<file path="config.mk">
export PLATFORM = sky130hd
export DESIGN_NAME = yuv_alpha_crossfade
export DESIGN_NICKNAME = d
export VERILOG_FILES = /design/src/rtl/yac_pkg.sv /design/src/rtl/yuv_alpha_crossfade.sv
export SDC_FILE = /design/constraint.sdc
export NUM_CORES = 2
export LEC_CHECK = 0
export ABC_AREA = 1
export BUFFER_PORTS_ARGS = -buffer_cell sky130_fd_sc_hd__clkbuf_2
export CORE_ASPECT_RATIO = 1.75
export CORE_UTILIZATION = 35
export CTS_CLUSTER_DIAMETER = 150
export CTS_CLUSTER_SIZE = 30
export DETAILED_ROUTE_END_ITERATION = 8
export SYNTH_ARGS = -nofsm -noshare
export SYNTH_HDL_FRONTEND = slang
export SYNTH_SLANG_ARGS = --single-unit
export TNS_END_PERCENT = 5
</file>
<file path="constraint.sdc">
create_clock -name clk -period 7.4 [get_ports clk]
set_clock_uncertainty 0.15 [all_clocks]
set_input_delay 0.74 -clock clk [delete_from_list [all_inputs] [get_ports clk]]
set_output_delay 0.74 -clock clk [all_outputs]
set_load 0.01 [all_outputs]
</file>
<file path="src/rtl/yac_pkg.sv">
// ----------------------------------------------------------------------------
// yac_pkg: shared types, constants and helpers of the YUV alpha crossfade.
// Holds the fixed-point color coefficients and the small arithmetic helpers
// used by the pipeline stages.
// ----------------------------------------------------------------------------
package yac_pkg;

  localparam int PixW  = 8;
  localparam int InW   = 6 * PixW;
  localparam int OutW  = 3 * PixW;
  localparam int CoefW = 17;
  localparam int TermW = 9;
  localparam int SumW  = 11;

  typedef logic [PixW-1:0]         pix_t;
  typedef logic [CoefW-1:0]        coef_t;
  typedef logic [TermW-1:0]        term_t;
  typedef logic signed [SumW-1:0]  sum_t;

  // Coefficients are round(c * 65536).
  localparam coef_t K_RV = 17'd91881;
  localparam coef_t K_GU = 17'd22553;
  localparam coef_t K_GV = 17'd46802;
  localparam coef_t K_BU = 17'd116130;
  localparam coef_t K_YR = 17'd19595;
  localparam coef_t K_YG = 17'd38470;
  localparam coef_t K_YB = 17'd7471;
  localparam coef_t K_UR = 17'd11056;
  localparam coef_t K_UG = 17'd21712;
  localparam coef_t K_UB = 17'd32768;
  localparam coef_t K_VR = 17'd32768;
  localparam coef_t K_VG = 17'd27440;
  localparam coef_t K_VB = 17'd5328;

  localparam pix_t  ChromaOfs = 8'd128;
  localparam sum_t  PixMax    = 11'sd255;

  // Truncated magnitude product: floor(coef * mag / 65536).
  function automatic term_t qterm(input coef_t coef, input pix_t mag);
    logic [CoefW+PixW-1:0] p;
    p = {{PixW{1'b0}}, coef} * {{CoefW{1'b0}}, mag};
    return p[CoefW+PixW-1 -: TermW];
  endfunction

  // Applies a sign to a truncated magnitude.
  function automatic sum_t sterm(input term_t t, input logic neg);
    sum_t s;
    s = sum_t'({{(SumW-TermW){1'b0}}, t});
    return neg ? -s : s;
  endfunction

  // Saturates a signed sum to the pixel range.
  function automatic pix_t clamp8(input sum_t v);
    pix_t r;
    if (v[SumW-1]) begin
      r = '0;
    end else if (v > PixMax) begin
      r = '1;
    end else begin
      r = v[PixW-1:0];
    end
    return r;
  endfunction

endpackage

</file>
<file path="src/rtl/yuv_alpha_crossfade.sv">
// ----------------------------------------------------------------------------
// yuv_alpha_crossfade: alpha blend of two YUV pixel streams.
// Converts two full-range BT.601 YUV pixels to RGB, blends them with a
// programmable weight and converts the blend back to YUV.
//
// One pixel pair enters per clock and the blended pixel comes out of the
// five-stage pipeline (chroma multiply, RGB sum and clamp, blend,
// RGB-to-YUV multiply, YUV sum and clamp), which it passes in that order;
// the throughput stays at one item per cycle as long as the output side takes
// items. Each stage has its own valid bit and moves whenever the stage after
// it is empty or moving, so bubbles collapse and the input keeps being taken
// while a finished item waits at the output, until no stage is empty. The
// weight alpha is written through the cfg port (always ready) and should
// only change while the pipeline is empty; it resets to 255, which gives the
// first image 255/256 of the weight.
// ----------------------------------------------------------------------------
module yuv_alpha_crossfade (
  input  logic                     clk,
  input  logic                     rst,
  input  logic                     s_tvalid,
  output logic                     s_tready,
  // luma_a, cb_a, cr_a, luma_b, cb_b, cr_b, from bit 0 up
  input  logic [yac_pkg::InW-1:0]  s_tdata,
  output logic                     m_tvalid,
  input  logic                     m_tready,
  // luma_out, cb_out, cr_out, from bit 0 up
  output logic [yac_pkg::OutW-1:0] m_tdata,
  input  logic                     cfg_valid,
  output logic                     cfg_ready,
  input  logic [yac_pkg::PixW-1:0] cfg_data
);
  import yac_pkg::*;

  localparam int NStg = 5;

  // Stage 1: luma plus signed-magnitude chroma products of one pixel.
  typedef struct packed {
    pix_t  y;
    logic  u_neg;
    logic  v_neg;
    term_t t_rv;
    term_t t_gu;
    term_t t_gv;
    term_t t_bu;
  } chroma_t;

  typedef struct packed {
    pix_t r;
    pix_t g;
    pix_t b;
  } rgb_t;

  typedef struct packed {
    term_t yr, yg, yb;
    term_t ur, ug, ub;
    term_t vr, vg, vb;
  } yuv_terms_t;

  logic [NStg:1] vld;
  logic [NStg:1] adv;

  pix_t       alpha;
  chroma_t    s1_a, s1_b;
  rgb_t       s2_a, s2_b;
  rgb_t       s3_m;
  yuv_terms_t s4_t;
  pix_t       luma_out, cb_out, cr_out;

  // Unpacked input fields.
  pix_t luma_a, cb_a, cr_a, luma_b, cb_b, cr_b;
  assign luma_a = s_tdata[0*PixW +: PixW];
  assign cb_a   = s_tdata[1*PixW +: PixW];
  assign cr_a   = s_tdata[2*PixW +: PixW];
  assign luma_b = s_tdata[3*PixW +: PixW];
  assign cb_b   = s_tdata[4*PixW +: PixW];
  assign cr_b   = s_tdata[5*PixW +: PixW];

  // ---------------------------------------------------------------------------
  // Flow control: a stage advances when it is empty or its successor
  // advances. The last stage is the output register.
  // ---------------------------------------------------------------------------
  always_comb begin
    adv[NStg] = ~vld[NStg] | m_tready;
    for (int k = NStg - 1; k >= 1; k--) begin
      adv[k] = ~vld[k] | adv[k+1];
    end
  end

  assign s_tready = adv[1];
  assign m_tvalid = vld[NStg];
  assign m_tdata  = {cr_out, cb_out, luma_out};

  always_ff @(posedge clk) begin
    if (rst) begin
      vld <= '0;
    end else begin
      if (adv[1]) begin
        vld[1] <= s_tvalid;
      end
      for (int k = 2; k <= NStg; k++) begin
        if (adv[k]) begin
          vld[k] <= vld[k-1];
        end
      end
    end
  end

  // Configuration: the blend weight register.
  assign cfg_ready = 1'b1;

  always_ff @(posedge clk) begin
    if (rst) begin
      alpha <= 8'd255;
    end else if (cfg_valid) begin
      alpha <= cfg_data;
    end
  end

  // ---------------------------------------------------------------------------
  // Stage 1: split chroma into sign and magnitude around 128 and form the
  // truncated coefficient products, so truncation runs toward zero.
  // ---------------------------------------------------------------------------
  function automatic chroma_t chroma_mul(input pix_t y, input pix_t cb, input pix_t cr);
    chroma_t c;
    pix_t    u_mag, v_mag;
    u_mag     = cb[PixW-1] ? {1'b0, cb[PixW-2:0]} : ChromaOfs - cb;
    v_mag     = cr[PixW-1] ? {1'b0, cr[PixW-2:0]} : ChromaOfs - cr;
    c.y       = y;
    c.u_neg   = ~cb[PixW-1];
    c.v_neg   = ~cr[PixW-1];
    c.t_rv    = qterm(K_RV, v_mag);
    c.t_gu    = qterm(K_GU, u_mag);
    c.t_gv    = qterm(K_GV, v_mag);
    c.t_bu    = qterm(K_BU, u_mag);
    return c;
  endfunction

  always_ff @(posedge clk) begin
    if (adv[1]) begin
      s1_a <= chroma_mul(luma_a, cb_a, cr_a);
      s1_b <= chroma_mul(luma_b, cb_b, cr_b);
    end
  end

  // ---------------------------------------------------------------------------
  // Stage 2: signed sums and clamp to RGB.
  // ---------------------------------------------------------------------------
  function automatic rgb_t to_rgb(input chroma_t c);
    rgb_t r;
    sum_t y;
    y   = sum_t'({{(SumW-PixW){1'b0}}, c.y});
    r.r = clamp8(y + sterm(c.t_rv, c.v_neg));
    r.g = clamp8(y - sterm(c.t_gu, c.u_neg) - sterm(c.t_gv, c.v_neg));
    r.b = clamp8(y + sterm(c.t_bu, c.u_neg));
    return r;
  endfunction

  always_ff @(posedge clk) begin
    if (adv[2]) begin
      s2_a <= to_rgb(s1_a);
      s2_b <= to_rgb(s1_b);
    end
  end

  // ---------------------------------------------------------------------------
  // Stage 3: per-channel blend. The two weights add up to 256, so the sum
  // never exceeds 16 bits and the shift by 8 rounds down.
  // ---------------------------------------------------------------------------
  logic [PixW:0] alpha_inv;
  assign alpha_inv = 9'd256 - {1'b0, alpha};

  function automatic pix_t mix(input pix_t p, input pix_t q, input pix_t a,
                               input logic [PixW:0] ai);
    logic [2*PixW:0] s;
    s = {{(PixW+1){1'b0}}, p} * {{(PixW+1){1'b0}}, a}
      + {{(PixW+1){1'b0}}, q} * {{PixW{1'b0}}, ai};
    return s[2*PixW-1:PixW];
  endfunction

  always_ff @(posedge clk) begin
    if (adv[3]) begin
      s3_m.r <= mix(s2_a.r, s2_b.r, alpha, alpha_inv);
      s3_m.g <= mix(s2_a.g, s2_b.g, alpha, alpha_inv);
      s3_m.b <= mix(s2_a.b, s2_b.b, alpha, alpha_inv);
    end
  end

  // ---------------------------------------------------------------------------
  // Stage 4: RGB-to-YUV products; the blend is never negative, so every
  // term is a plain truncated magnitude.
  // ---------------------------------------------------------------------------
  always_ff @(posedge clk) begin
    if (adv[4]) begin
      s4_t.yr <= qterm(K_YR, s3_m.r);
      s4_t.yg <= qterm(K_YG, s3_m.g);
      s4_t.yb <= qterm(K_YB, s3_m.b);
      s4_t.ur <= qterm(K_UR, s3_m.r);
      s4_t.ug <= qterm(K_UG, s3_m.g);
      s4_t.ub <= qterm(K_UB, s3_m.b);
      s4_t.vr <= qterm(K_VR, s3_m.r);
      s4_t.vg <= qterm(K_VG, s3_m.g);
      s4_t.vb <= qterm(K_VB, s3_m.b);
    end
  end

  // ---------------------------------------------------------------------------
  // Stage 5: sums with the chroma offset, clamp, and the output register.
  // ---------------------------------------------------------------------------
  sum_t ofs;
  assign ofs = sum_t'({{(SumW-PixW){1'b0}}, ChromaOfs});

  always_ff @(posedge clk) begin
    if (adv[5]) begin
      luma_out <= clamp8(sterm(s4_t.yr, 1'b0) + sterm(s4_t.yg, 1'b0)
                         + sterm(s4_t.yb, 1'b0));
      cb_out   <= clamp8(ofs - sterm(s4_t.ur, 1'b0) - sterm(s4_t.ug, 1'b0)
                         + sterm(s4_t.ub, 1'b0));
      cr_out   <= clamp8(ofs + sterm(s4_t.vr, 1'b0) - sterm(s4_t.vg, 1'b0)
                         - sterm(s4_t.vb, 1'b0));
    end
  end

endmodule

</file>
* Word-level counts from Yosys, hierarchy flattened *
Cells that the tools add are included.

storage, ports and cells
  bits in registers = 254
  word-level logic and storage cells = 138

cells by class
  bitwise gates (word level) = 14
  $lt $le $gt $ge = 9
  $add $sub $neg = 32
  multipliers = 21
  muxes and demuxes = 21

operator list
  kind                                                  count
  multiplier 15 x 8 -> 23 bit (first input constant)    6
  2-to-1 mux 8 bit                                      13
  > comparator 11 x 9 -> 1 bit (second input constant)  8
  2-to-1 mux 11 bit                                     8
  multiplier 17 x 8 -> 25 bit (first input constant)    2
  adder 16 bit                                          3
  multiplier 16 x 8 -> 24 bit (first input constant)    2
  multiplier 8 x 8 -> 16 bit                            3
  multiplier 8 x 9 -> 16 bit                            3
  adder 9 x 11 -> 11 bit                                4
  negation 9 -> 11 bit                                  4
  multiplier 11 x 8 -> 19 bit (first input constant)    2
  subtractor 8 bit (first input constant)               4
  negation 7 -> 11 bit                                  2
  negation 8 -> 11 bit                                  2
  subtractor 11 bit                                     2
  subtractor 9 x 11 -> 11 bit                           2
  multiplier 13 x 8 -> 21 bit (first input constant)    1
  multiplier 10 x 8 -> 18 bit (first input constant)    1
  multiplier 9 x 8 -> 17 bit (first input constant)     1
  adder 10 x 8 -> 11 bit                                1
  subtractor 10 x 6 -> 11 bit                           1
  adder 9 x 5 -> 10 bit                                 1
  > comparator 10 x 8 -> 1 bit (second input constant)  1
  8 further kinds                                       20

* Longest topological paths before layout *
  depth in word-level cells = 6
  mapped depth = 31
  gate-level depth less buffers = 30

* Worst setup path before layout *
Ideal clock, no wire load.

  path type = input to output
  start point = in m_tready
  end point = out s_tready
  stages on the path = 8
  arrival time = 5293 ps
  slack = 1217 ps
  path through = nor2_1 > inv_1 > nor2_1 > inv_1 > nor2_1 > inv_1 > nor2_1 > nand2_1

between the ends
  cells in the longest elaborated chain, start to end = 5

RTL lines
  what                   line                       RTL
  start, declared        yuv_alpha_crossfade.sv:25  input logic m_tready,
  OR 1 bit               yuv_alpha_crossfade.sv:83  adv[NStg] = ~vld[NStg] | m_tready;
  net adv (one bit)      yuv_alpha_crossfade.sv:60  logic [NStg:1] adv;
  OR 1 bit               yuv_alpha_crossfade.sv:85  adv[k] = ~vld[k] | adv[k+1];
  net adv (one bit)      yuv_alpha_crossfade.sv:60
  OR 1 bit               yuv_alpha_crossfade.sv:85
  net adv (one bit)      yuv_alpha_crossfade.sv:60
  OR 1 bit (2 in a row)  yuv_alpha_crossfade.sv:85
  end, declared          yuv_alpha_crossfade.sv:21  output logic s_tready,

The timed path passes the listed nets, and every way through them passes these cells.

* Final worst setup path *
  start point = reg alpha[0]
  end point = reg s3_m[7] (netlist name), data pin

between the ends
  cells in the longest elaborated chain, start to end = 3

RTL lines
  what                        line                        RTL
  start, declared             yuv_alpha_crossfade.sv:62   pix_t alpha;
  start signal, assigned      yuv_alpha_crossfade.sv:115  alpha <= cfg_data;
  subtractor 9 x 8 -> 9 bit   yuv_alpha_crossfade.sv:170  assign alpha_inv = 9'd256 - {1'b0, alpha};
  multiplier 8 x 9 -> 16 bit  yuv_alpha_crossfade.sv:176  + {{(PixW+1){1'b0}}, q} * {{PixW{1'b0}}, ai};
  adder 16 bit (*)            yuv_alpha_crossfade.sv:176
  end, declared               yuv_alpha_crossfade.sv:65   rgb_t s3_m;

Every way passes the cells marked *; elsewhere a longest branch is shown, timed or not.
A chain may end at the register's enable or synchronous reset.

==> flow_summary.ini <==
[yosys]
yosysTopAreaCell = fa_1
synth.area.top_cells = fa_1 (24%), ha_1 (23%), edfxtp_1 (14%)
synthesis.nets = 8009
synthMostInstantiatedCell = inv_1
synthCells = 6366
ys_warn_count = 0
synthTopCellsByCount = inv_1 (1619), nand2_1 (1183), ha_1 (946)
synth_top_flop_cell = edfxtp_1
synth_edf_count = 241
netlist_area_sq_um = 52340
ys_seq_area_share_pct = 14.32
synth.distinct_cells = 63
synth_top_area_share_pct = 24.33
async_flop_share_pct = 0
avgSynthCellArea_sq_um = 8.221
ys_ff_latch = 254

[timing]
max_freq_mhz = 150.4
setup_ws_ns = 0.7529
hold_violations = 0
setup_tns_ns = 0
maxSlewViolCount = 0
worstMarginPinSlew_ns = 0.9936
setup_viol = 0
fin_crit_ns = 6.647
max-slew-margin-rel_pct = 33.76
rsz0062_at_grt = no
period_share_pct = 89.83

[global_routing]
grt_pass1_vias = 42950
grt_max_degree = 61
grt_pass1_wl_um = 211800
grt_usage_pct = 17.49
grt-ovfl-total = 0
antenna_found_initial = 6

[cts]
cts_buffers = 12
cts_setup_buffers = 0
cts_buffer_depth = 3
cts_tree = built
cts.sinks = 254
cts_resized = 0
hold_buffers = 0
clk_latency_ns = 0.55
root_buffer = clkbuf_16
h-tree-depth = 1
clkTransAtPathRegs_ns = 0.12

[setup_path]
crit_fanout = 11
start_kind = register
worstSetupPathType = register to register
crit_path_end_kind = register
required_ns = 7.57
worst-endpoint-arrival_ns = 6.82

[placement]
hpwlAfterDp_um = 115200
gp_congestion = 0.9312
preCtsSetupSlack_ns = 0.7590
portBuffers = 86

[layout]
nets = 8077
drive_above_1_share_pct = 2.857
syn_to_final_growth_pct = 6.345
fin_util_pct = 37.52

[die]
start_util_pct = 35.28
die-area_sq_um = 151100
pin_count = 88
die_y_um = 513.6
num_rows = 187
die_w_um = 294.3
core-area_sq_um = 148300

[route]
routed_via_density = 4.790
routed_wl_um = 129800
route.detailed.drc = 0
antenna_left = 0
vias = 40360
first_pass_iters = 7
post_drt_wl_per_cell_um = 15.40
drt_iter0_markers = 1529

[flow_run]
drv_cap = 0

[min_path]
hp-class = input port to register

[run_status]
status = completed
-- critical path, cell delays in order, from the launching register on --
cell and delay [ns]:
dfxtp_1 0.36, inv_1 0.09, ha_1 0.19, nand2_1 0.08, nor2_1 0.13, nand2_1 0.08, o21ai_0 0.16, nand2_1 0.09
inv_1 0.40, nand2_1 0.16, fa_1 0.56, inv_1 0.05, fa_1 0.49, fa_1 0.53, fa_1 0.52, fa_1 0.55
inv_1 0.06, fa_1 0.53, inv_1 0.04, ha_1 0.34, a21oi_1 0.30, o21ai_0 0.15, a41oi_1 0.19, nand2_1 0.10
nand2_1 0.07, nand2_1 0.05
-- placed cells by master (no fill, tap or decap), types with 3 or more instances in the layout --
cell type	n
inv_1	1617
nand2_1	1182
ha_1	946
fa_1	636
nor2_1	350
a21oi_1	330
edfxtp_1	241
nand3_1	208
xor2_1	180
o21ai_0	162
clkbuf_2	86
xnor2_1	66
nor3_1	66
nand4_1	52
buf_4	43
a21o_1	34
o21a_1	30
a31oi_1	23
o21bai_1	20
nor4_1	19
o31ai_1	16
a211oi_1	15
dfxtp_1	13
clkbuf_16	13
o211ai_1	12
or2_2	10
inv_2	4
a21boi_0	4
xor2_2	4
clkbuf_1	4
nor4_2	3
o311ai_0	3
nor3b_1	3
o21ai_1	3
nand3b_1	3
xnor2_2	3
-- cell type report --
| class | count | area [sq um] |
|---|---|---|
| tap | 1984 | 2482 |
| fill | 15330 | 92680 |
| sequential | 254 | 7497 |
| timing repair buffer | 129 | 753.2 |
| inverter | 1622 | 6088 |
| multi-input combinational | 4415 | 38450 |
| clock inverter | 3 | 46.29 |
| clock buffer | 17 | 340.3 |
| antenna | 1 | 2.502 |
-- path summary, 6_finish.rpt --
kind,cells past startpoint,to,startpoint,slack (ns)
max,25,s3_m[7],alpha[0],0.75
min,1,s1_b[40],s_tdata[26],0.25
max reg2reg,25,s3_m[7],alpha[0],0.75
min reg2reg,2,vld[5],vld[4],0.33
-- flip-flops by register name (all words and copies together) (netlist names) --
name,flops
s4_t,59
cb_out,8
s2_a,24
luma_out,8
s1_b,43
s1_a,43
cr_out,8
vld,5
s2_b,24
alpha,8
s3_m,24
-- kinds of logic (layout without fill, tap and decap cells) --
kind of cell             count (synthesis)  count (layout)  share of synthesized area, %
other                                    1               2                      0.007165
flip-flops                             254             254                         14.32
XOR/XNOR                               253             253                         4.334
buffers and inverters                 1697            1771                         12.26
AND/OR/NAND/NOR                       1910            1910                         14.89
adder cells (fa/ha/maj)               1582            1582                         46.94
AO/OA/AOI/OAI                          669             669                         7.232
-- through the flow --
step	instance area [sq um]	hold WS (ns)	cells
4_1_cts	55650	0.2340	8424
5_1_grt	55650	0.2397	8424
3_5_place_dp	55270	0.3099	8404
6_report	55660	0.2473	8425
2_1_floorplan	52340	0.2862	6366
3_3_place_gp	55270	0.3059	8404
-- layer usage --
| layer | vias to the layer above | track usage, % | share of wire, % |
|---|---|---|---|
| li1 | 20030 | - | - |
| met1 | 19370 | 16.85 | 35 |
| met2 | 655 | 36.95 | 58 |
| met3 | 290 | 1.141 | 2.3 |
| met4 | 10 | 7.021 | 4.6 |
| met5 | - | 0 | 0.049 |
Power is left out: the tool's default activity adds up to more than one toggle a clock period on the data nets, which glitch-free logic cannot reach.
